[config.mk]
export PLATFORM = sky130hd
export DESIGN_NAME = framed_link_receiver_ack_retry
export DESIGN_NICKNAME = d
export VERILOG_FILES = /design/src/hw/rtl/flr_pkg.sv /design/src/hw/rtl/flr_ram.sv /design/src/hw/rtl/framed_link_receiver_ack_retry.sv
export SDC_FILE = /design/constraint.sdc
export NUM_CORES = 1
export LEC_CHECK = 0
export BUFFER_PORTS_ARGS = -buffer_cell sky130_fd_sc_hd__buf_2
export CAP_MARGIN = 20
export CORE_MARGIN = 4
export CORE_UTILIZATION = 30
export CTS_CLUSTER_DIAMETER = 30
export DETAILED_ROUTE_END_ITERATION = 6
export PLACE_DENSITY = 0.53
export SYNTH_ARGS = -nofsm -noshare
export SYNTH_HDL_FRONTEND = slang
export SYNTH_SLANG_ARGS = --single-unit
[constraint.sdc]
create_clock -name clk -period 4.5 [get_ports clk]
set_clock_uncertainty 0.15 [all_clocks]
set_input_delay 0.9 -clock clk [delete_from_list [all_inputs] [get_ports clk]]
set_output_delay 0.9 -clock clk [all_outputs]
set_load 0.005 [all_outputs]
[src/hw/rtl/flr_pkg.sv]
package flr_pkg;

	// Input operation codes.
	localparam logic [1:0] OP_RX_BYTE = 2'd0;
	localparam logic [1:0] OP_TICK    = 2'd1;
	localparam logic [1:0] OP_TX_DONE = 2'd2;

	// Result kinds.
	localparam logic [2:0] KIND_ACCEPT  = 3'd0;
	localparam logic [2:0] KIND_PAYLOAD = 3'd1;
	localparam logic [2:0] KIND_BAD_SUM = 3'd2;
	localparam logic [2:0] KIND_ACK     = 3'd3;
	localparam logic [2:0] KIND_RESEND  = 3'd4;
	localparam logic [2:0] KIND_DROPPED = 3'd5;
	localparam logic [2:0] KIND_RETRY   = 3'd6;

	// Configuration register indexes.
	localparam logic CFG_ACK_TIMEOUT = 1'b0;
	localparam logic CFG_HOST_MODE   = 1'b1;

	// Link framing bytes.
	localparam logic [7:0] BYTE_FRAME_START = 8'hff;
	localparam logic [7:0] BYTE_FRAME_MARK  = 8'hdd;
	localparam logic [7:0] BYTE_CTRL_START  = 8'hfd;
	localparam logic [7:0] BYTE_CTRL_ACK    = 8'h02;
	localparam logic [7:0] BYTE_CTRL_NAK    = 8'h03;

	localparam logic [15:0] ACK_TIMEOUT_RESET = 16'd1000;

	// Receive parser phase.
	typedef enum logic [2:0] {
		PH_HUNT,
		PH_GOT_FF,
		PH_GOT_FD,
		PH_CODE,
		PH_LEN,
		PH_PAYLOAD,
		PH_CHECK
	} phase_t;

	// Item control: taking items, or replaying a stored payload.
	typedef enum logic [1:0] {
		CTRL_ACCEPT,
		CTRL_READ,
		CTRL_WAIT
	} ctrl_t;

	// True when a message code has no handler in the selected mode.
	function automatic logic is_unknown(input logic [7:0] code, input logic host);
		logic unk;
		case (code) inside
			8'h01, 8'h03, 8'h04, 8'h05, 8'h20, 8'h21: unk = 1'b0;
			8'h7f: unk = host;
			8'h81, 8'h82, 8'h83, 8'h86, 8'ha0, 8'hff: unk = ~host;
			default: unk = 1'b1;
		endcase
		return unk;
	endfunction

endpackage

[src/hw/rtl/flr_ram.sv]
module flr_ram #(
	parameter int WIDTH = 8,
	parameter int DEPTH = 32,
	parameter int AW = (DEPTH > 1) ? $clog2(DEPTH) : 1
) (
	input  logic             clk,
	input  logic             we,
	input  logic [AW-1:0]    waddr,
	input  logic [WIDTH-1:0] wdata,
	input  logic             re,
	input  logic [AW-1:0]    raddr,
	output logic [WIDTH-1:0] rdata
);

	logic [WIDTH-1:0] mem_q [DEPTH];
	logic [WIDTH-1:0] rdata_q;

	// One write port and one registered read port; read data holds between reads.
	always_ff @(posedge clk) begin
		if (we) begin
			mem_q[waddr] <= wdata;
		end
		if (re) begin
			rdata_q <= mem_q[raddr];
		end
	end

	assign rdata = rdata_q;

endmodule

[src/hw/rtl/framed_link_receiver_ack_retry.sv]
// Channel   Direction  Handshake              Payload
// input     in         in_valid / in_ready    operation, rx_byte
// result    out        out_valid / out_ready  kind, msg_code, data_byte, unknown_code,
//                                             payload_len, last, retries
// config    in         cfg_we                 cfg_index, cfg_data
//
// Outside a replay, an item is taken whenever the result register is free or being emptied.
// A good frame's checksum byte then replays its payload from the payload RAM, each byte
// first read from the RAM and then loaded into the result register; no item is taken meanwhile.
// A stalled result holds the block. Reset clears all control state; the payload RAM is
// not cleared, as only entries written in the current frame are ever read.
module framed_link_receiver_ack_retry #(
	parameter int MAX_PAYLOAD = 32
) (
	input  logic        clk,
	input  logic        arst_n,
	input  logic        in_valid,
	output logic        in_ready,
	input  logic [1:0]  operation,
	input  logic [7:0]  rx_byte,
	output logic        out_valid,
	input  logic        out_ready,
	output logic [2:0]  kind,
	output logic [7:0]  msg_code,
	output logic [7:0]  data_byte,
	output logic        unknown_code,
	output logic [7:0]  payload_len,
	output logic        last,
	output logic [7:0]  retries,
	input  logic        cfg_we,
	input  logic        cfg_index,
	input  logic [15:0] cfg_data
);

	import flr_pkg::*;

	localparam int AW = (MAX_PAYLOAD > 1) ? $clog2(MAX_PAYLOAD) : 1;
	localparam logic [7:0] MAX_LEN = 8'(MAX_PAYLOAD);

	// Configuration registers.
	logic [15:0] ack_timeout_q;
	logic        host_mode_q;

	// Link state.
	phase_t      phase_q, phase_d;
	ctrl_t       ctrl_q, ctrl_d;
	logic [7:0]  frame_code_q, frame_code_d;
	logic [7:0]  frame_length_q, frame_length_d;
	logic [7:0]  bytes_seen_q, bytes_seen_d;
	logic [7:0]  running_sum_q, running_sum_d;
	logic        waiting_q, waiting_d;
	logic [15:0] ack_timer_q, ack_timer_d;
	logic [7:0]  retry_q, retry_d;
	logic [AW-1:0] emit_idx_q;
	logic [AW-1:0] emit_end_q;

	// Result register.
	logic        out_valid_q;
	logic [2:0]  kind_q;
	logic [7:0]  msg_code_q;
	logic [7:0]  data_byte_q;
	logic        unknown_q;
	logic [7:0]  payload_len_q;
	logic        last_q;
	logic [7:0]  retries_q;

	// Step results.
	logic        take;
	logic        out_free;
	logic        res_valid;
	logic [2:0]  res_kind;
	logic [7:0]  res_code;
	logic        res_unknown;
	logic [7:0]  res_plen;
	logic        res_last;
	logic        start_emit;
	logic        byte_load;
	logic        ram_we;
	logic        ram_re;
	logic [7:0]  ram_rdata;

	logic [7:0]  plen;
	logic [7:0]  bytes_next;
	logic [8:0]  bytes_next_ext;
	logic [15:0] timer_inc;
	logic [15:0] limit;
	logic [7:0]  retry_bump;
	logic [7:0]  sum_with_byte;
	logic        sum_ok;

	assign out_free = ~out_valid_q | out_ready;
	assign take     = in_valid & in_ready;

	assign plen           = frame_length_q - 8'd1;
	assign bytes_next     = bytes_seen_q + 8'd1;
	assign bytes_next_ext = {1'b0, bytes_next} + 9'd1;
	assign timer_inc      = (ack_timer_q != 16'hffff) ? ack_timer_q + 16'd1 : ack_timer_q;
	assign limit          = (ack_timeout_q != 16'd0) ? ack_timeout_q : 16'd1;
	assign retry_bump     = (retry_q != 8'hff) ? retry_q + 8'd1 : retry_q;
	assign sum_with_byte  = running_sum_q + rx_byte;
	assign sum_ok         = (8'(8'h00 - running_sum_q) == rx_byte);

	// Configuration writes.
	always_ff @(posedge clk or negedge arst_n) begin
		if (!arst_n) begin
			ack_timeout_q <= ACK_TIMEOUT_RESET;
			host_mode_q   <= 1'b0;
		end else if (cfg_we) begin
			unique case (cfg_index)
				CFG_ACK_TIMEOUT: ack_timeout_q <= cfg_data;
				CFG_HOST_MODE:   host_mode_q   <= cfg_data[0];
				default: ;
			endcase
		end
	end

	// Parser phase and link state update for one item.
	always_comb begin
		phase_d        = phase_q;
		frame_code_d   = frame_code_q;
		frame_length_d = frame_length_q;
		bytes_seen_d   = bytes_seen_q;
		running_sum_d  = running_sum_q;
		waiting_d      = waiting_q;
		ack_timer_d    = ack_timer_q;
		retry_d        = retry_q;
		if (operation == OP_RX_BYTE) begin
			unique case (phase_q)
				PH_GOT_FF: begin
					if (rx_byte == BYTE_FRAME_MARK) phase_d = PH_CODE;
					else if (rx_byte == BYTE_FRAME_START) phase_d = PH_GOT_FF;
					else if (rx_byte == BYTE_CTRL_START) phase_d = PH_GOT_FD;
					else phase_d = PH_HUNT;
				end
				PH_GOT_FD: begin
					if (rx_byte == BYTE_CTRL_ACK) begin
						waiting_d = 1'b0;
						retry_d   = 8'd0;
						phase_d   = PH_HUNT;
					end else if (rx_byte == BYTE_CTRL_NAK) begin
						ack_timer_d = 16'd0;
						retry_d     = retry_bump;
						phase_d     = PH_HUNT;
					end else if (rx_byte == BYTE_FRAME_START) phase_d = PH_GOT_FF;
					else if (rx_byte == BYTE_CTRL_START) phase_d = PH_GOT_FD;
					else phase_d = PH_HUNT;
				end
				PH_CODE: begin
					frame_code_d  = rx_byte;
					running_sum_d = rx_byte;
					bytes_seen_d  = 8'd0;
					phase_d       = PH_LEN;
				end
				PH_LEN: begin
					frame_length_d = rx_byte;
					running_sum_d  = sum_with_byte;
					if (rx_byte == 8'd0) phase_d = PH_HUNT;
					else if (rx_byte == 8'd1) phase_d = PH_CHECK;
					else phase_d = PH_PAYLOAD;
				end
				PH_PAYLOAD: begin
					bytes_seen_d  = bytes_next;
					running_sum_d = sum_with_byte;
					if (bytes_next_ext >= {1'b0, frame_length_q}) phase_d = PH_CHECK;
				end
				PH_CHECK: phase_d = PH_HUNT;
				default: begin
					if (rx_byte == BYTE_FRAME_START) phase_d = PH_GOT_FF;
					else if (rx_byte == BYTE_CTRL_START) phase_d = PH_GOT_FD;
					else phase_d = PH_HUNT;
				end
			endcase
		end else if (operation == OP_TICK) begin
			if (waiting_q) begin
				if (timer_inc >= limit) begin
					ack_timer_d = 16'd0;
					retry_d     = retry_bump;
				end else begin
					ack_timer_d = timer_inc;
				end
			end
		end else if (operation == OP_TX_DONE) begin
			waiting_d   = 1'b1;
			ack_timer_d = 16'd0;
			retry_d     = 8'd0;
		end
	end

	// Result caused by one item, if any.
	always_comb begin
		res_valid   = 1'b0;
		res_kind    = KIND_ACCEPT;
		res_code    = 8'd0;
		res_unknown = 1'b0;
		res_plen    = 8'd0;
		res_last    = 1'b1;
		start_emit  = 1'b0;
		ram_we      = 1'b0;
		if (operation == OP_RX_BYTE) begin
			unique case (phase_q)
				PH_GOT_FD: begin
					if (rx_byte == BYTE_CTRL_ACK) begin
						res_valid = 1'b1;
						res_kind  = KIND_ACK;
					end else if (rx_byte == BYTE_CTRL_NAK) begin
						res_valid = 1'b1;
						res_kind  = KIND_RESEND;
					end
				end
				PH_LEN: begin
					if (rx_byte == 8'd0) begin
						res_valid = 1'b1;
						res_kind  = KIND_DROPPED;
						res_code  = frame_code_q;
					end
				end
				PH_PAYLOAD: ram_we = (bytes_seen_q < MAX_LEN);
				PH_CHECK: begin
					res_valid = 1'b1;
					res_code  = frame_code_q;
					res_plen  = plen;
					if (plen > MAX_LEN) begin
						res_kind = KIND_DROPPED;
					end else if (sum_ok) begin
						res_kind    = KIND_ACCEPT;
						res_unknown = is_unknown(frame_code_q, host_mode_q);
						res_last    = (plen == 8'd0);
						start_emit  = (plen != 8'd0);
					end else begin
						res_kind = KIND_BAD_SUM;
					end
				end
				default: ;
			endcase
		end else if (operation == OP_TICK) begin
			if (waiting_q && timer_inc >= limit) begin
				res_valid = 1'b1;
				res_kind  = KIND_RESEND;
			end
		end else if (operation == OP_TX_DONE) begin
			res_valid = 1'b1;
			res_kind  = KIND_RETRY;
		end
	end

	// Control next state.
	always_comb begin
		ctrl_d = ctrl_q;
		unique case (ctrl_q)
			CTRL_ACCEPT: if (take && start_emit) ctrl_d = CTRL_READ;
			CTRL_READ:   ctrl_d = CTRL_WAIT;
			CTRL_WAIT: begin
				if (out_free) ctrl_d = (emit_idx_q == emit_end_q) ? CTRL_ACCEPT : CTRL_READ;
			end
			default:     ctrl_d = CTRL_ACCEPT;
		endcase
	end

	// Control outputs.
	always_comb begin
		in_ready  = 1'b0;
		ram_re    = 1'b0;
		byte_load = 1'b0;
		unique case (ctrl_q)
			CTRL_ACCEPT: in_ready  = out_free;
			CTRL_READ:   ram_re    = 1'b1;
			CTRL_WAIT:   byte_load = out_free;
			default: ;
		endcase
	end

	// Payload store; reads only follow the frame that wrote them, so no forwarding is needed.
	flr_ram #(
		.WIDTH(8),
		.DEPTH(MAX_PAYLOAD),
		.AW   (AW)
	) u_payload_ram (
		.clk  (clk),
		.we   (take & ram_we),
		.waddr(bytes_seen_q[AW-1:0]),
		.wdata(rx_byte),
		.re   (ram_re),
		.raddr(emit_idx_q),
		.rdata(ram_rdata)
	);

	// Control and link state registers.
	always_ff @(posedge clk or negedge arst_n) begin
		if (!arst_n) begin
			ctrl_q         <= CTRL_ACCEPT;
			phase_q        <= PH_HUNT;
			frame_code_q   <= 8'd0;
			frame_length_q <= 8'd0;
			bytes_seen_q   <= 8'd0;
			running_sum_q  <= 8'd0;
			waiting_q      <= 1'b0;
			ack_timer_q    <= 16'd0;
			retry_q        <= 8'd0;
			emit_idx_q     <= '0;
			emit_end_q     <= '0;
			out_valid_q    <= 1'b0;
		end else begin
			ctrl_q <= ctrl_d;
			if (take) begin
				phase_q        <= phase_d;
				frame_code_q   <= frame_code_d;
				frame_length_q <= frame_length_d;
				bytes_seen_q   <= bytes_seen_d;
				running_sum_q  <= running_sum_d;
				waiting_q      <= waiting_d;
				ack_timer_q    <= ack_timer_d;
				retry_q        <= retry_d;
			end
			if (take && start_emit) begin
				emit_idx_q <= '0;
				emit_end_q <= AW'(plen - 8'd1);
			end else if (byte_load) begin
				emit_idx_q <= emit_idx_q + AW'(1);
			end
			if ((take && res_valid) || byte_load) out_valid_q <= 1'b1;
			else if (out_ready) out_valid_q <= 1'b0;
		end
	end

	// Result payload register; frame code and length stay put while bytes replay.
	always_ff @(posedge clk) begin
		if (take && res_valid) begin
			kind_q        <= res_kind;
			msg_code_q    <= res_code;
			data_byte_q   <= 8'd0;
			unknown_q     <= res_unknown;
			payload_len_q <= res_plen;
			last_q        <= res_last;
			retries_q     <= retry_d;
		end else if (byte_load) begin
			kind_q      <= KIND_PAYLOAD;
			data_byte_q <= ram_rdata;
			unknown_q   <= 1'b0;
			last_q      <= (emit_idx_q == emit_end_q);
		end
	end

	assign out_valid    = out_valid_q;
	assign kind         = kind_q;
	assign msg_code     = msg_code_q;
	assign data_byte    = data_byte_q;
	assign unknown_code = unknown_q;
	assign payload_len  = payload_len_q;
	assign last         = last_q;
	assign retries      = retries_q;

endmodule

Yosys cells after proc, flatten, opt, wreduce, memory -nomap -nowiden
Memory sizes are Yosys's and may differ from the RTL's. A register that Yosys moved wholly into a read port is not among the register bits.
Index checks and enable logic that the tools add are counted.
{"block": "op_classes", "addsub": 9, "magnitude_cmp": 4, "eq_ne": 42, "muxes": 91, "bitwise_logic": 6, "n_reduce_logical": 31}
{"operator": "$mux W16", "n": 10}
{"operator": "$mux W8", "n": 10}
{"operator": "$eq A8 B8 Y1 const B", "n": 9}
{"operator": "$mux W3", "n": 16}
{"operator": "$pmux W8 S2", "n": 3}
{"operator": "$mux W1", "n": 41}
{"operator": "$eq A8 B2 Y1 const B", "n": 3}
{"operator": "$pmux W3 S6", "n": 1}
{"operator": "$add A16 B1 Y16 const B", "n": 1}
{"operator": "$add A8 B1 Y8 const B", "n": 2}
{"operator": "$eq A8 B1 Y1 const B", "n": 2}
{"operator": "$eq A8 B3 Y1 const B", "n": 2}
{"operator": "$eq A8 B6 Y1 const B", "n": 2}
{"operator": "$ge A16 B16 Y1", "n": 1}
{"operator": "$logic_not A8 Y1", "n": 2}
{"operator": "$ne A16 B16 Y1 const B", "n": 1}
{"operator": "$reduce_bool A16 Y1", "n": 1}
{"operator": "$reduce_and A3 Y1", "n": 5}
{"operator": "$reduce_bool A2 Y1", "n": 6}
{"operator": "$reduce_or A6 Y1", "n": 2}
{"operator": "$mux W2", "n": 5}
{"operator": "$mux W5", "n": 2}
{"operator": "$ne A2 B2 Y1 const B", "n": 5}
{"operator": "$add A8 B1 Y9 const B", "n": 1}
{"operator": "other kinds (34)", "n": 50}
{"block": "totals", "reg_bits": 127, "ramBits": 256, "in_bits": 32, "output_inout_bits": 39, "wordCells": 205, "memories": 1}
{"name": "u_payload_ram.mem_q", "words": 32, "word_bits": 8, "rd": 1, "rd_clocked_by_memory_dff": 1, "wr": 1, "line_no": "flr_ram.sv:15", "rtl": "logic [WIDTH-1:0] mem_q [DEPTH];"}

Longest topological paths before layout
Gate-level depths: netlist of run 1.
{"block": "depth", "word_depth": 10, "depth_mapped": 18, "depth_no_buf": 15}

Hierarchy
A second synthesis of run 1 with hierarchy kept.
{"block": "hier_totals", "cells_unflattened": 1324, "hier_area_um2": 18112.4}
{"module": "flr_ram", "n_inst": 1, "cells_each": 417, "area_per_inst_um2": 10133.5, "seq_area_each_um2": 7927.6}
{"module": "framed_link_receiver_ack_retry", "n_inst": 1, "cells_each": 907, "area_per_inst_um2": 7978.9, "seq_area_each_um2": 3290.7}

Worst setup path before layout of run 1
No wires, ideal clock.
{"block": "synth_timing", "kind": "reg-to-reg", "from": "reg ack_timer_q[0]", "to": "reg kind_q[0] (netlist: kind[0]), data pin", "setup_time_ns": 0.287, "arrival_time_ns": 3.878, "required_time_ns": 4.063, "path_slack_ns": 0.186, "stages_incl_launch_ff": 18, "n_path_buf": 2, "period_less_slack_ns": 4.314, "cell_sequence": "dfrtp_1 ha_1 nand2_1 or2_1 or4_1 buf_2 nand4_1 nor2_1 xor2_1 ha_1 and4_1 o21ai_0 o311a_1 a21oi_1 a21oi_1 inv_1 buf_2 o21ai_0"}
{"block": "synth_between", "elab_chain_len": 9, "word_cells_on_any_way": 10, "classes_between": "1 x add/sub; 1 x order compare; 1 x eq/ne; 5 x mux; 2 x reduce/logical"}
{"item": "from (decl)", "line_no": "framed_link_receiver_ack_retry.sv:52", "rtl": "logic [15:0] ack_timer_q, ack_timer_d;"}
{"item": "from (signal assigned)", "line_no": "framed_link_receiver_ack_retry.sv:311", "rtl": "ack_timer_q <= ack_timer_d;"}
{"item": "$add A16 B1 Y16 / $ne A16 B16 Y1 (equally long branches)", "line_no": "framed_link_receiver_ack_retry.sv:97", "rtl": "assign timer_inc = (ack_timer_q != 16'hffff) ? ack_timer_q + 16'd1 : ack_timer_q;"}
{"item": "$mux W16 *", "line_no": "framed_link_receiver_ack_retry.sv:97"}
{"item": "$ge A16 B16 Y1 *", "line_no": "framed_link_receiver_ack_retry.sv:236", "rtl": "if (waiting_q && timer_inc >= limit) begin"}
{"item": "$logic_and A1 B1 Y1 *", "line_no": "framed_link_receiver_ack_retry.sv:236"}
{"item": "$mux W1 *", "line_no": "framed_link_receiver_ack_retry.sv:236"}
{"item": "$mux W1 *", "line_no": "framed_link_receiver_ack_retry.sv:235", "rtl": "end else if (operation == OP_TICK) begin"}
{"item": "$mux W1 *", "line_no": "framed_link_receiver_ack_retry.sv:199", "rtl": "if (operation == OP_RX_BYTE) begin"}
{"item": "$logic_and A1 B1 Y1 *", "line_no": "framed_link_receiver_ack_retry.sv:327", "rtl": "if (take && res_valid) begin"}
{"item": "$mux W3 *", "line_no": "framed_link_receiver_ack_retry.sv:327"}
{"item": "to (signal assigned)", "line_no": "framed_link_receiver_ack_retry.sv:328", "rtl": "kind_q <= res_kind;"}
{"item": "to (decl)", "line_no": "framed_link_receiver_ack_retry.sv:59", "rtl": "logic [2:0] kind_q;"}
Mark *: on every way between the ends. The rest lies on a longest branch, timed or not.
A chain may end at the register's enable or synchronous reset.

Worst setup path after layout of run 1
{"block": "layout_timing", "from": "reg ack_timer_q[0]", "to": "reg retries_q[2] (netlist: retries[2]), data pin"}
{"block": "layout_between", "elab_chain_len": 7, "word_cells_on_any_way": 8, "classes_between": "1 x add/sub; 1 x order compare; 1 x eq/ne; 5 x mux"}
{"item": "$add A16 B1 Y16 / $ne A16 B16 Y1 (equally long branches)", "line_no": "framed_link_receiver_ack_retry.sv:97"}
{"item": "$mux W16 *", "line_no": "framed_link_receiver_ack_retry.sv:97"}
{"item": "$ge A16 B16 Y1 *", "line_no": "framed_link_receiver_ack_retry.sv:175", "rtl": "if (timer_inc >= limit) begin"}
{"item": "$mux W8 *", "line_no": "framed_link_receiver_ack_retry.sv:175"}
{"item": "$mux W8 *", "line_no": "framed_link_receiver_ack_retry.sv:174", "rtl": "if (waiting_q) begin"}
{"item": "$mux W8 *", "line_no": "framed_link_receiver_ack_retry.sv:173", "rtl": "end else if (operation == OP_TICK) begin"}
{"item": "$mux W8 *", "line_no": "framed_link_receiver_ack_retry.sv:127", "rtl": "if (operation == OP_RX_BYTE) begin"}
{"item": "via retry_d[2]", "line_no": "framed_link_receiver_ack_retry.sv:53", "rtl": "logic [7:0] retry_q, retry_d;"}
{"item": "to (signal assigned)", "line_no": "framed_link_receiver_ack_retry.sv:334", "rtl": "retries_q <= retry_d;"}
{"item": "to (decl)", "line_no": "framed_link_receiver_ack_retry.sv:65", "rtl": "logic [7:0] retries_q;"}
The timed path passes the listed nets; every way through them passes the cells marked *.

==> impl_results.md, run 1 <==
- Distinct cells, synth: 71
- Pin count of the biggest net entering global routing: 69
- Final-report hold violation count: 0
- EDFF count, synth: 293
- Syn nets: 1368
- Max IR drop VDD: 0.0003144 V
- Count leader, synth: edfxtp_1
- Die Height: 252.5 um
- Synthesized cell area: 17930 sq um
- I/O pin total: 71
- Crit-path max cell delay: 0.61 ns
- Pre-antenna DRT Iters: 5
- Pins Over Slew Limit: 0
- GRT Util Overall: 14.12%
- Synthesis-stage register bit count: 391
- Worst Path Buf+Inv: 2
- Clock sinks: 391
- Post-route core utilization: 38.13%
- Avg Cell Area, Syn: 13.88 sq um
- Post-DP HPWL: 29700 um
- GP Congestion: 0.8130
- DR vias: 11.45k
- RSZ-0062 raised after global routing: no
- Commonest cells post-synth: 293 x edfxtp_1, 130 x nand2_1, 93 x nor2_1
- Most used DFF post-synth: edfxtp_1
- Crit-path max FO: 14
- Max Fclk: 236.7 MHz
- WHS: 0.2956 ns
- Cell family with most CP delay: simple AND/OR/NAND/NOR gates
- Initial core utilization: 30.32%
- Worst min path class: in -> async
- Dpl cells: 2141
- Crit path time final: 4.224 ns
- Layout Cells excl Fill: 2302
- Final setup viols: 0
- Worst slew margin: 36.20%
- Wirelength per Cell: 19.56 um
- DRT iter0 DRCs: 811
- Crit-path cells: ha_1 > nand2_1 > or2_1 > or4_4 > nor3b_2 > nand3_1 > xnor2_1 > ha_1 > and4_1 > nand2_1 > o311a_1 > a21oi_1 > buf_4 > nor2_1 > buf_4 > a221o_1
- Die outline area: 63730 sq um
- First-pass GRT wire length: 69790 um
- Clock-pin slew on the worst setup and hold paths: 0.04 ns
- Fin Setup TNS: 0 ns
- Power Dens Cells: 533.0 nW/um^2
- Sequential share of the synthesized area: 62.58%
- Critical Path RT: 4.70 ns
- Leak pwr: 0.008282 uW
- Initial antenna violation count: 5
- Tcrit/Tclk final: 93.87%
- Crit path DAT: 4.42 ns
- IO buf count: 70
- Max Root-Sink Buffers: 3
- Worst-Skew Late Latency: 0.61 ns
- Slowest CP cell: or4_4
- YS warnings: 0
- Final WL: 45030 um
- Htree depth: 3
- Drt via density: 4.973
- Main area contributors after synthesis: edfxtp_1 49%, dfrtp_1 12%, mux4_2 10%, ha_1 3.0%, nand2_1 2.7%
- Reported max-cap violation count: 0
- Post-route ant nets: 0
- Synth-to-Final Area Change: 25.75%
- Clock root cell: clkbuf_16
- Mapped Cells: 1292
- Layout Nets: 1532
- Status: finished clean
- Post-cts resize count: 0
- Die X-Extent: 252.5 um
- Residual DRC count: 0
- Total global routing overflow: 0
- Vias in the first global route: 11.78k
- Core ar.: 59130 sq um
- Worst Tran Pin Value: 0.9571 ns
- Startpoint Class: flip-flop
- CTS buffer count: 86
- Top cell type's share of synthesized area: 49.08%
- Share of cells above drive strength 1: 26.51%
- Area leader, netlist: edfxtp_1
- Endpoint type of the worst setup path: flip-flop
- TritonCTS clock tree: built
- FFs w/ async S/R, synth: 23.02%
- Setup Crit Path Kind: reg -> reg
- Post-CTS Hold Buffers: 0
- Post-CTS Setup Inserts: 0
- Row count: 89
==> cell type report <==
class | instances | area, sq um
fillers | 5531 | 36590
multi-input cells | 796 | 6300
diodes | 1 | 2.502
clock inverters | 56 | 738.2
repair buffers | 141 | 923.4
inverters | 40 | 150.1
flip-flops and latches | 391 | 11220
well taps | 773 | 967.2
clock buffers | 104 | 2240
==> through the flow <==
stage	worst slack, ns	instance area [sq um]	power [uW]
floorplan	0.1855	17930	5306
global placement	0.1260	19550	5698
detailed placement	0.1187	19550	5739
CTS	0.1097	22530	12130
global route	0.08115	22540	12560
finish	0.2760	22540	12020
==> where the power goes <==
group,internal [uW],switching (uW)
clock network,4260,2070
logic,601,812
registers,4040,227
==> metal layers <==
layer	GRT usage, %	up-vias	share of wire (%)
met5	0	-	0.029
met4	5.230	2	2.6
met3	2.861	81	5.4
met2	22.46	315	47
met1	19.26	5771	45
li1	-	5278	-
==> cells in the final DEF (no fill, tap or decap), types with 30 or more instances in the layout <==
cell / instances
buf_2: 69
clkbuf_16: 86
nand3_1: 32
o21ai_0: 69
nor2_1: 93
xnor2_1: 30
edfxtp_1: 293
dfrtp_1: 82
buf_4: 69
inv_1: 39
nand2_1: 130
mux4_2: 80
ha_1: 43
a21oi_1: 54
==> registers in the layout, summed over array words and instances (netlist names), 2 cells and up <==
register and cells:
u_payload_ram.mem_q 256, ack_timeout_q 16, ack_timer_q 16, bytes_seen_q 8, data_byte 8, frame_code_q 8
frame_length_q 8, msg_code 8, payload_len 8, retries 8, retry_q 8, running_sum_q 8
u_payload_ram.rdata 8, emit_end_q 5, emit_idx_q 5, kind 3, phase_q 3, ctrl_q 2
==> cell families (layout without fill, tap and decap cells) <==
family          after synthesis  in the layout  share of synthesized area (%)
simple gates                384            384                          10.42
xor+xnor                     52             52                          2.540
compound gates              210            210                          7.224
other cells                   0              1                              0
buf+inv                     105            341                          2.366
fa+ha+maj                    44             44                          3.113
flops                       391            391                          62.58
mux                         106            106                          11.76
==> path summary, 6_finish.rpt <==
| kind | from | endpoint | slack (ns) | cells after the start |
|---|---|---|---|---|
| min in group clk | data_byte[7]$_SDFFE_PP0P_ | data_byte[7]$_SDFFE_PP0P_ | 0.30 | 2 |
| min | arst_n | ack_timer_q[14]$_DFFE_PN0P_ | 0.30 | 1 |
| max | ack_timer_q[0]$_DFFE_PN0P_ | retries[2]$_DFFE_PP_ | 0.28 | 16 |
| max reg2reg | ack_timer_q[0]$_DFFE_PN0P_ | retries[2]$_DFFE_PP_ | 0.28 | 16 |
| max in group asynchronous | arst_n | ack_timeout_q[8]$_DFFE_PN1P_ | 2.91 | 2 |
| min reg2reg | data_byte[7]$_SDFFE_PP0P_ | data_byte[7]$_SDFFE_PP0P_ | 0.30 | 2 |
Power figures use the tool's default switching activity.
==> run 2: changes to the inputs <==
--- a/config.mk
+++ b/config.mk
@@ -6,12 +6,12 @@
 export NUM_CORES = 1
 export LEC_CHECK = 0
 export BUFFER_PORTS_ARGS = -buffer_cell sky130_fd_sc_hd__buf_2
-export CAP_MARGIN = 20
 export CORE_MARGIN = 4
 export CORE_UTILIZATION = 30
 export CTS_CLUSTER_DIAMETER = 30
 export DETAILED_ROUTE_END_ITERATION = 6
-export PLACE_DENSITY = 0.53
+export PLACE_DENSITY = 0.52
+export REMOVE_ABC_BUFFERS = 1
 export SYNTH_ARGS = -nofsm -noshare
 export SYNTH_HDL_FRONTEND = slang
 export SYNTH_SLANG_ARGS = --single-unit
==> constraint.sdc (replaced) <==
create_clock -name clk -period 4.03 [get_ports clk]
set_clock_uncertainty 0.15 [all_clocks]
set_input_delay 0.806 -clock clk [delete_from_list [all_inputs] [get_ports clk]]
set_output_delay 0.806 -clock clk [all_outputs]
set_load 0.005 [all_outputs]
==> run 2 against run 1 <==
Against the previous run:
- wire length up 1.4%
- setup slack worse by 0.24 ns
- first-iteration DRC count down 17%
- total power up 6.1%
- via count up 1.2%
- critical path depth down 1
- sequential share of layout area down 0.62 points
- global-route usage up 0.051 points
- largest cell class unchanged
- count of clock-buffer cells in the layout down 14
==> impl_results.md, run 2 (same netlist as run 1, synthesis figures left out) <==
- Setup Crit Path Kind: reg -> reg (unchanged)
- Share of cells above drive strength 1: 30.34% (was 26.51%)
- Reg with most FFs: u_payload_ram.mem_q (unchanged)
- DRT iter0 DRCs: 670 (was 811)
- Crit path top cell by count: buf_6
- Dpl cells: 2175 (was 2141)
- Power Dens Cells: 558.2 nW/um^2 (was 533.0 nW/um^2)
- GRT Util Overall: 14.17% (was 14.12%)
- I/O pin total: 71 (unchanged)
- Critical Path RT: 4.33 ns (was 4.70 ns)
- TritonCTS clock tree: built (unchanged)
- Slowest CP cell: or4_4 (unchanged)
- Crit-path max cell delay: 0.46 ns (was 0.61 ns)
- Total global routing overflow: 0 (unchanged)
- Initial core utilization: 30.32% (unchanged)
- Post-CTS Hold Buffers: 0 (unchanged)
- Crit path DAT: 4.30 ns (was 4.42 ns)
- Worst Path Buf+Inv: 4 (was 2)
- Commonest non-fill, non-tap cells in the layout: 293 x edfxtp_1, 127 x nand2_1, 106 x buf_4 (was 293 x edfxtp_1, 130 x nand2_1, 93 x nor2_1)
- Max IR drop VDD: 0.0002899 V (was 0.0003144 V)
- Layout Nets: 1571 (was 1532)
- Row count: 89 (unchanged)
- Endpoint type of the worst setup path: flip-flop (unchanged)
- Clock power share: 49.7% (was 52.7%)
- Regs by FF count: u_payload_ram.mem_q (256), ack_timeout_q (16), ack_timer_q (16) (unchanged)
- Die X-Extent: 252.5 um (unchanged)
- Crit path time final: 3.998 ns (was 4.224 ns)
- Switching share of power: 26.34% (was 25.84%)
- Combinational share of power: 13.0% (was 11.8%)
- Worst-Skew Late Latency: 0.60 ns (was 0.61 ns)
- Final setup viols: 0 (unchanged)
- Startpoint Class: flip-flop (unchanged)
- Worst Tran Pin Value: 1.084 ns (was 0.9571 ns)
- Reported max-cap violation count: 0 (unchanged)
- Placed cell area: 19830 sq um (was 19550 sq um)
- Vias in the first global route: 11.67k (was 11.78k)
- DR vias: 11.58k (was 11.45k)
- Die Height: 252.5 um (unchanged)
- Die outline area: 63730 sq um (unchanged)
- Leak pwr: 0.008414 uW (was 0.008282 uW)
- Wirelength per Cell: 19.56 um (about the same)
- Largest register FFs: 256 (unchanged)
- Residual DRC count: 0 (unchanged)
- Status: finished clean (unchanged)
- Drt via density: 4.965 (was 4.973)
- Crit-path max FO: 14 (unchanged)
- CTS buffer count: 77 (was 86)
- Clock root cell: clkbuf_16 (unchanged)
- Critical R2R Launch: ack_timer_q[1]$_DFFE_PN0P_ (was ack_timer_q[0]$_DFFE_PN0P_)
- Setup ws final: 0.03204 ns (was 0.2760 ns)
- Total power: 12740 uW (was 12020 uW)
- Pin count of the biggest net entering global routing: 53 (was 69)
- Crit-path cells: ha_2 > nand2_2 > or2_4 > or4_4 > buf_6 > mux2_2 > ha_4 > a2111oi_4 > o311a_1 > a21oi_4 > buf_6 > a21oi_2 > inv_2 > buf_12 > or3_1 (was ha_1 > nand2_1 > or2_1 > or4_4 > nor3b_2 > nand3_1 > xnor2_1 > ha_1 > and4_1 > nand2_1 > o311a_1 > a21oi_1 > buf_4 > nor2_1 > buf_4 > a221o_1)
- Crit path from: ack_timer_q[1]$_DFFE_PN0P_ (was ack_timer_q[0]$_DFFE_PN0P_)
- Layout Cells excl Fill: 2333 (was 2302)
- Pre-antenna DRT Iters: 6 (was 5)
- Max Root-Sink Buffers: 3 (unchanged)
- Core ar.: 59130 sq um (unchanged)
- RSZ-0062 raised after global routing: yes (was no)
- GP Congestion: 0.8024 (was 0.8130)
- Worst slew margin: 27.72% (was 36.20%)
- Seq pwr share: 37.3% (was 35.6%)
- Clock sinks: 391 (unchanged)
- Post-DP HPWL: 30180 um (was 29700 um)
- Initial antenna violation count: 4 (was 5)
- Clock-pin slew on the worst setup and hold paths: 0.05 ns (was 0.04 ns)
- Leading cell type in the layout, fill and taps excluded: edfxtp_1 (unchanged)
- First-pass GRT wire length: 69820 um (was 69790 um)
- Int Power: 9387 uW (was 8911 uW)
- Worst min path class: in -> async (unchanged)
- Final WL: 45640 um (was 45030 um)
- Pins Over Slew Limit: 0 (unchanged)
- IO buf count: 70 (unchanged)
- Htree depth: 3 (unchanged)
- Max Fclk: 250.1 MHz (was 236.7 MHz)
- Synth-to-Final Area Change: 27.35% (was 25.75%)
- DP Worst Slack: -0.3066 ns (was 0.1187 ns)
- Final instance area: 22830 sq um (was 22540 sq um)
- Post-route ant nets: 0 (unchanged)
- Tcrit/Tclk final: 99.20% (was 93.87%)
- Final-report hold violation count: 0 (unchanged)
- Fin Setup TNS: 0 ns (unchanged)
- Cell family with most CP delay: simple AND/OR/NAND/NOR gates (unchanged)
- Switching power total: 3357 uW (was 3105 uW)
## run 2: what timing repair did
| item | CTS | global route |
|---|---|---|
| gates cloned | 1 | 1 |
| resized for setup | 24 | 34 |
| endpoints found under the setup margin | 58 | 69 |
| buffers inserted | 7 | 5 |
| pin swaps | 12 | 17 |
## run 2: power groups by stage
stage / combinational [uW] / sequential (uW) / clock, uW
floorplan: 1120 / 4760 / 0
global placement: 1560 / 4820 / 0
detailed placement: 1590 / 4820 / 0
CTS: 1640 / 4750 / 6480
global route: 1870 / 4780 / 6690
finish: 1650 / 4750 / 6340
## run 2: area by class of cell
cell class	count	area (sq um)
clock buffer	90	2027
clock inverter	53	591.8
multi-input combinational	796	6487
inverter	40	153.9
sequential	391	11220
fill	5493	36300
antenna	1	2.502
tap	773	967.2
timing repair inverter	1	7.507
timing repair buffer	188	1369
## run 2: path summary, 6_finish.rpt
check	end	slack, ns	cells past startpoint
worst max register to register	out_valid$_DFFE_PN0P_	0.03	15
worst min register to register	data_byte[5]$_SDFFE_PP0P_	0.30	2
min in group clk	ack_timeout_q[4]$_DFFE_PN0P_	0.27	3
worst max-delay path	out_valid$_DFFE_PN0P_	0.03	15
max in group asynchronous	ack_timeout_q[9]$_DFFE_PN1P_	2.93	2
worst min-delay path	retry_q[4]$_DFFE_PN0P_	0.07	1
## run 2: per-layer routing
layer / vias up / GRT usage, % / share of wire, %
met5: - / 0 / 0.059
met3: 55 / 2.922 / 5.2
met2: 254 / 22.83 / 48
li1: 5361 / - / -
met1: 5910 / 19.46 / 45
met4: 4 / 4.279 / 1.7
## run 2: stage by stage
| step | hold slack [ns] | util (%) |
|---|---|---|
| global route | 0.08705 | 38.60 |
| floorplan | 0.3027 | - |
| CTS | 0.05963 | 38.30 |
| finish | 0.07163 | 38.61 |
| detailed placement | 0.2943 | 33.53 |
| global placement | 0.2897 | 33.53 |
==> run 3: changes to the inputs <==
--- a/config.mk
+++ b/config.mk
@@ -14,4 +14,5 @@
 export REMOVE_ABC_BUFFERS = 1
 export SYNTH_ARGS = -nofsm -noshare
 export SYNTH_HDL_FRONTEND = slang
+export SYNTH_HIERARCHICAL = 1
 export SYNTH_SLANG_ARGS = --single-unit
==> run 3 against run 2 <==
Against the previous run:
- utilization fell by 0.34 points
- area after synthesis up 1.0%
- global-route usage rose by 0.33 points
- highest routed layer unchanged
- total power fell by 8.5%
- critical path depth shrank 1
- sequential share of layout area increased by 0.25 points
- clock power up 5.0%
==> impl_results.md, run 3 <==
- Status: finished clean (unchanged)
- Max IR drop VDD: 0.0003106 V (was 0.0002899 V)
- DP Worst Slack: 0.05282 ns (was -0.3066 ns)
- GP Congestion: 0.8184 (was 0.8024)
- Worst slew margin: 28.94% (was 27.72%)
- Leading cell type in the layout, fill and taps excluded: edfxtp_1 (unchanged)
- Synthesis-stage register bit count: 391 (unchanged)
- Initial antenna violation count: 2 (was 4)
- Main area contributors after synthesis: edfxtp_1 49%, dfrtp_1 12%, mux4_2 9.9%, ha_1 2.8%, nand2_1 2.5% (was edfxtp_1 49%, dfrtp_1 12%, mux4_2 10%, ha_1 3.0%, nand2_1 2.7%)
- Mapped Cells: 1324 (was 1292)
- I/O pin total: 71 (unchanged)
- Post-route ant nets: 0 (unchanged)
- DRT iter0 DRCs: 700 (was 670)
- Synth-to-Final Area Change: 25.41% (was 27.35%)
- Drt via density: 4.981 (was 4.965)
- Final WL: 46200 um (was 45640 um)
- Post-synthesis mux area share: 11.47% (was 11.76%)
- Clock-pin slew on the worst setup and hold paths: 0.04 ns (was 0.05 ns)
- Endpoint type of the worst setup path: flip-flop (unchanged)
- Avg Cell Area, Syn: 13.68 sq um (was 13.88 sq um)
- Switching share of power: 22.82% (was 26.34%)
- Total global routing overflow: 0 (unchanged)
- Final setup viols: 0 (unchanged)
- Setup Crit Path Kind: reg -> reg (unchanged)
- Most used DFF post-synth: edfxtp_1 (unchanged)
- Die X-Extent: 253.7 um (was 252.5 um)
- DR vias: 11.68k (was 11.58k)
- Top cell type's share of synthesized area: 48.58% (was 49.08%)
- Int Power: 8995 uW (was 9387 uW)
- Core ar.: 59350 sq um (was 59130 sq um)
- Seq pwr share: 38.4% (was 37.3%)
- Multi-input gate area: 6472 sq um (was 6487 sq um)
- Worst Tran Pin Value: 1.066 ns (was 1.084 ns)
- Area leader, netlist: edfxtp_1 (unchanged)
- Simple-Gate Fraction of Synth Area: 10.74% (was 10.42%)
- Post-DP HPWL: 31100 um (was 30180 um)
- Die Height: 253.7 um (was 252.5 um)
- Setup ws final: 0.2403 ns (was 0.03204 ns)
- Critical R2R Launch: ack_timer_q[6]$_DFFE_PN0P_ (was ack_timer_q[1]$_DFFE_PN0P_)
- Dpl cells: 2187 (was 2175)
- Initial core utilization: 30.52% (was 30.32%)
- Worst-Skew Late Latency: 0.61 ns (was 0.60 ns)
- Commonest cells post-synth: 293 x edfxtp_1, 123 x nand2_1, 98 x nor2_1 (was 293 x edfxtp_1, 130 x nand2_1, 93 x nor2_1)
- Post-CTS Hold Buffers: 0 (unchanged)
- TritonCTS clock tree: built (unchanged)
- Reported max-cap violation count: 0 (unchanged)
- WHS: 0.2336 ns (was 0.07163 ns)
- Pin count of the biggest net entering global routing: 72 (was 53)
- XOR/XNOR Fraction of Synth Area: 2.369% (was 2.540%)
- YS warnings: 6 (was 0)
- Reg with most FFs: u_payload_ram/mem_q (was u_payload_ram.mem_q)
- Worst min path class: in -> async (unchanged)
- Pins Over Slew Limit: 0 (unchanged)
- Layout Nets: 1575 (was 1571)
- Switching power total: 2659 uW (was 3357 uW)
- Clock sinks: 391 (unchanged)
- Fin Setup TNS: 0 ns (unchanged)
- Layout Cells excl Fill: 2344 (was 2333)
- EDFF count, synth: 293 (unchanged)
- Share of cells above drive strength 1: 27.43% (was 30.34%)
- Critical Path RT: 4.16 ns (was 4.33 ns)
- Final-report hold violation count: 0 (unchanged)
- Count leader, synth: edfxtp_1 (unchanged)
- Crit path from: ack_timer_q[6]$_DFFE_PN0P_ (was ack_timer_q[1]$_DFFE_PN0P_)
- Combinational share of power: 4.4% (was 13.0%)
- Largest register FFs: 256 (unchanged)
- Pre-antenna DRT Iters: 5 (was 6)
- Tcrit/Tclk final: 94.04% (was 99.20%)
- Vias in the first global route: 11.85k (was 11.67k)
- Storage element area: 11220 sq um (unchanged)
- Regs by FF count: u_payload_ram/mem_q (256), ack_timeout_q (16), ack_timer_q (16) (was u_payload_ram.mem_q (256), ack_timeout_q (16), ack_timer_q (16))
- Max Fclk: 263.9 MHz (was 250.1 MHz)
- First-pass GRT wire length: 71230 um (was 69820 um)
- Power Dens Cells: 513.1 nW/um^2 (was 558.2 nW/um^2)
- Crit path time final: 3.790 ns (was 3.998 ns)
- Clock power share: 57.2% (was 49.7%)
- CTS buffer count: 82 (was 77)
- Leak pwr: 0.008275 uW (was 0.008414 uW)
- RR Endpoint: payload_len[0]$_SDFFCE_PN0P_ (was out_valid$_DFFE_PN0P_)
- Compound-gate portion of the synthesized area: 7.979% (was 7.224%)
- ANT cells: 0 (was 1)
- Path depth of the worst reg2reg path: 14 (was 15)
- GRT Util Overall: 14.50% (was 14.17%)
- Wirelength per Cell: 19.71 um (was 19.56 um)
- Reg2reg setup slack: 0.24 ns (was 0.03 ns)
- Die outline area: 64370 sq um (was 63730 sq um)
- Largest family of logic cells by synthesized area: multiplexers (unchanged)
- Distinct cells, synth: 77 (was 71)
- IO buf count: 70 (unchanged)
- Max Root-Sink Buffers: 3 (unchanged)
- Crit path DAT: 3.92 ns (was 4.30 ns)
- Row count: 89 (unchanged)
- Sequential share of the synthesized area: 61.94% (was 62.58%)
- Synthesized cell area: 18110 sq um (was 17930 sq um)
- Htree depth: 3 (unchanged)
- FFs w/ async S/R, synth: 23.02% (unchanged)
- Crit-path max FO: 32 (was 14)
- Clock root cell: clkbuf_16 (unchanged)
- Residual DRC count: 0 (unchanged)
- Post-synthesis adder-cell area fraction: 2.943% (was 3.113%)
- Startpoint Class: flip-flop (unchanged)
- Filler cell count: 5618 (was 5493)
- Commonest non-fill, non-tap cells in the layout: 293 x edfxtp_1, 122 x nand2_1, 97 x nor2_1 (was 293 x edfxtp_1, 127 x nand2_1, 106 x buf_4)
## run 3: power groups by stage
stage          clock, uW  combinational (uW)  sequential [uW]
4_1_cts             6800                 522             4470
3_3_place_gp           0                 503             4540
6_report            6660                 517             4480
2_1_floorplan          0                 285             4530
5_1_grt             7030                 587             4480
3_5_place_dp           0                 518             4550
## run 3: stage by stage
| stage | power [uW] | utilization [%] | instance area, sq um |
|---|---|---|---|
| final | 11650 | 38.27 | 22720 |
| after global routing | 12100 | 38.27 | 22720 |
| after CTS | 11800 | 38.16 | 22650 |
| after detailed placement | 5063 | 33.42 | 19840 |
| after global placement | 5047 | 33.42 | 19840 |
| after floorplan | 4815 | - | 17810 |
## run 3: how the worst max path moves through the flow
stage                                  endpoint  slack (ns)  cells after the start
3_3_place_gp       payload_len[1]$_SDFFCE_PN0P_        0.12                     13
5_1_grt              ack_timer_q[7]$_DFFE_PN0P_      -0.005                     16
4_1_cts            payload_len[0]$_SDFFCE_PN0P_        0.01                     13
6_report           payload_len[0]$_SDFFCE_PN0P_        0.24                     14
3_5_place_dp       payload_len[0]$_SDFFCE_PN0P_        0.05                     13
2_1_floorplan  u_payload_ram/rdata[0]$_DFFE_PP_       -0.39                      3
## run 3: cells by family after synthesis
kind of cell,after synthesis
buffers and inverters,109
flip-flops,391
XOR/XNOR,49
multiplexers,105
adder cells (fa/ha/maj),42
AO/OA/AOI/OAI,235
AND/OR/NAND/NOR,393
## run 3: worst max-delay path: stages, from the launching register on
cell,delay [ns]
dfrtp_1,0.39
nand4_1,0.10
buf_4,0.17
buf_4,0.15
nor2_2,0.16
and3_4,0.22
and3_1,0.21
nand3b_1,0.10
o21a_1,0.12
ha_1,0.30
nand4_1,0.16
or3_1,0.43
o21a_2,0.28
a31oi_4,0.28
buf_12,0.24
## run 3: cell type report
type                            instances  share of cell area (%)
Sequential cell                       391                   49.41
Multi-Input combinational cell        824                   28.49
Clock buffer                           93                   9.535
Timing Repair Buffer                  158                   4.737
Tap cell                              773                   4.258
Clock inverter                         61                   2.842
Inverter                               44                  0.7271
## run 3: per-layer routing
layer	global-route usage (%)	up-vias	routed length, um
met5	0	-	20
met4	4.953	2	977
met3	2.845	75	2481
met2	23.25	297	21940
met1	19.85	5872	20790
li1	-	5430	-
## run 3: repair_timing
item	4_1_cts	5_1_grt
endpoints found under the setup margin	0	70
buffers inserted	0	3
resized for setup	0	10
hold endpoints to repair	0	0
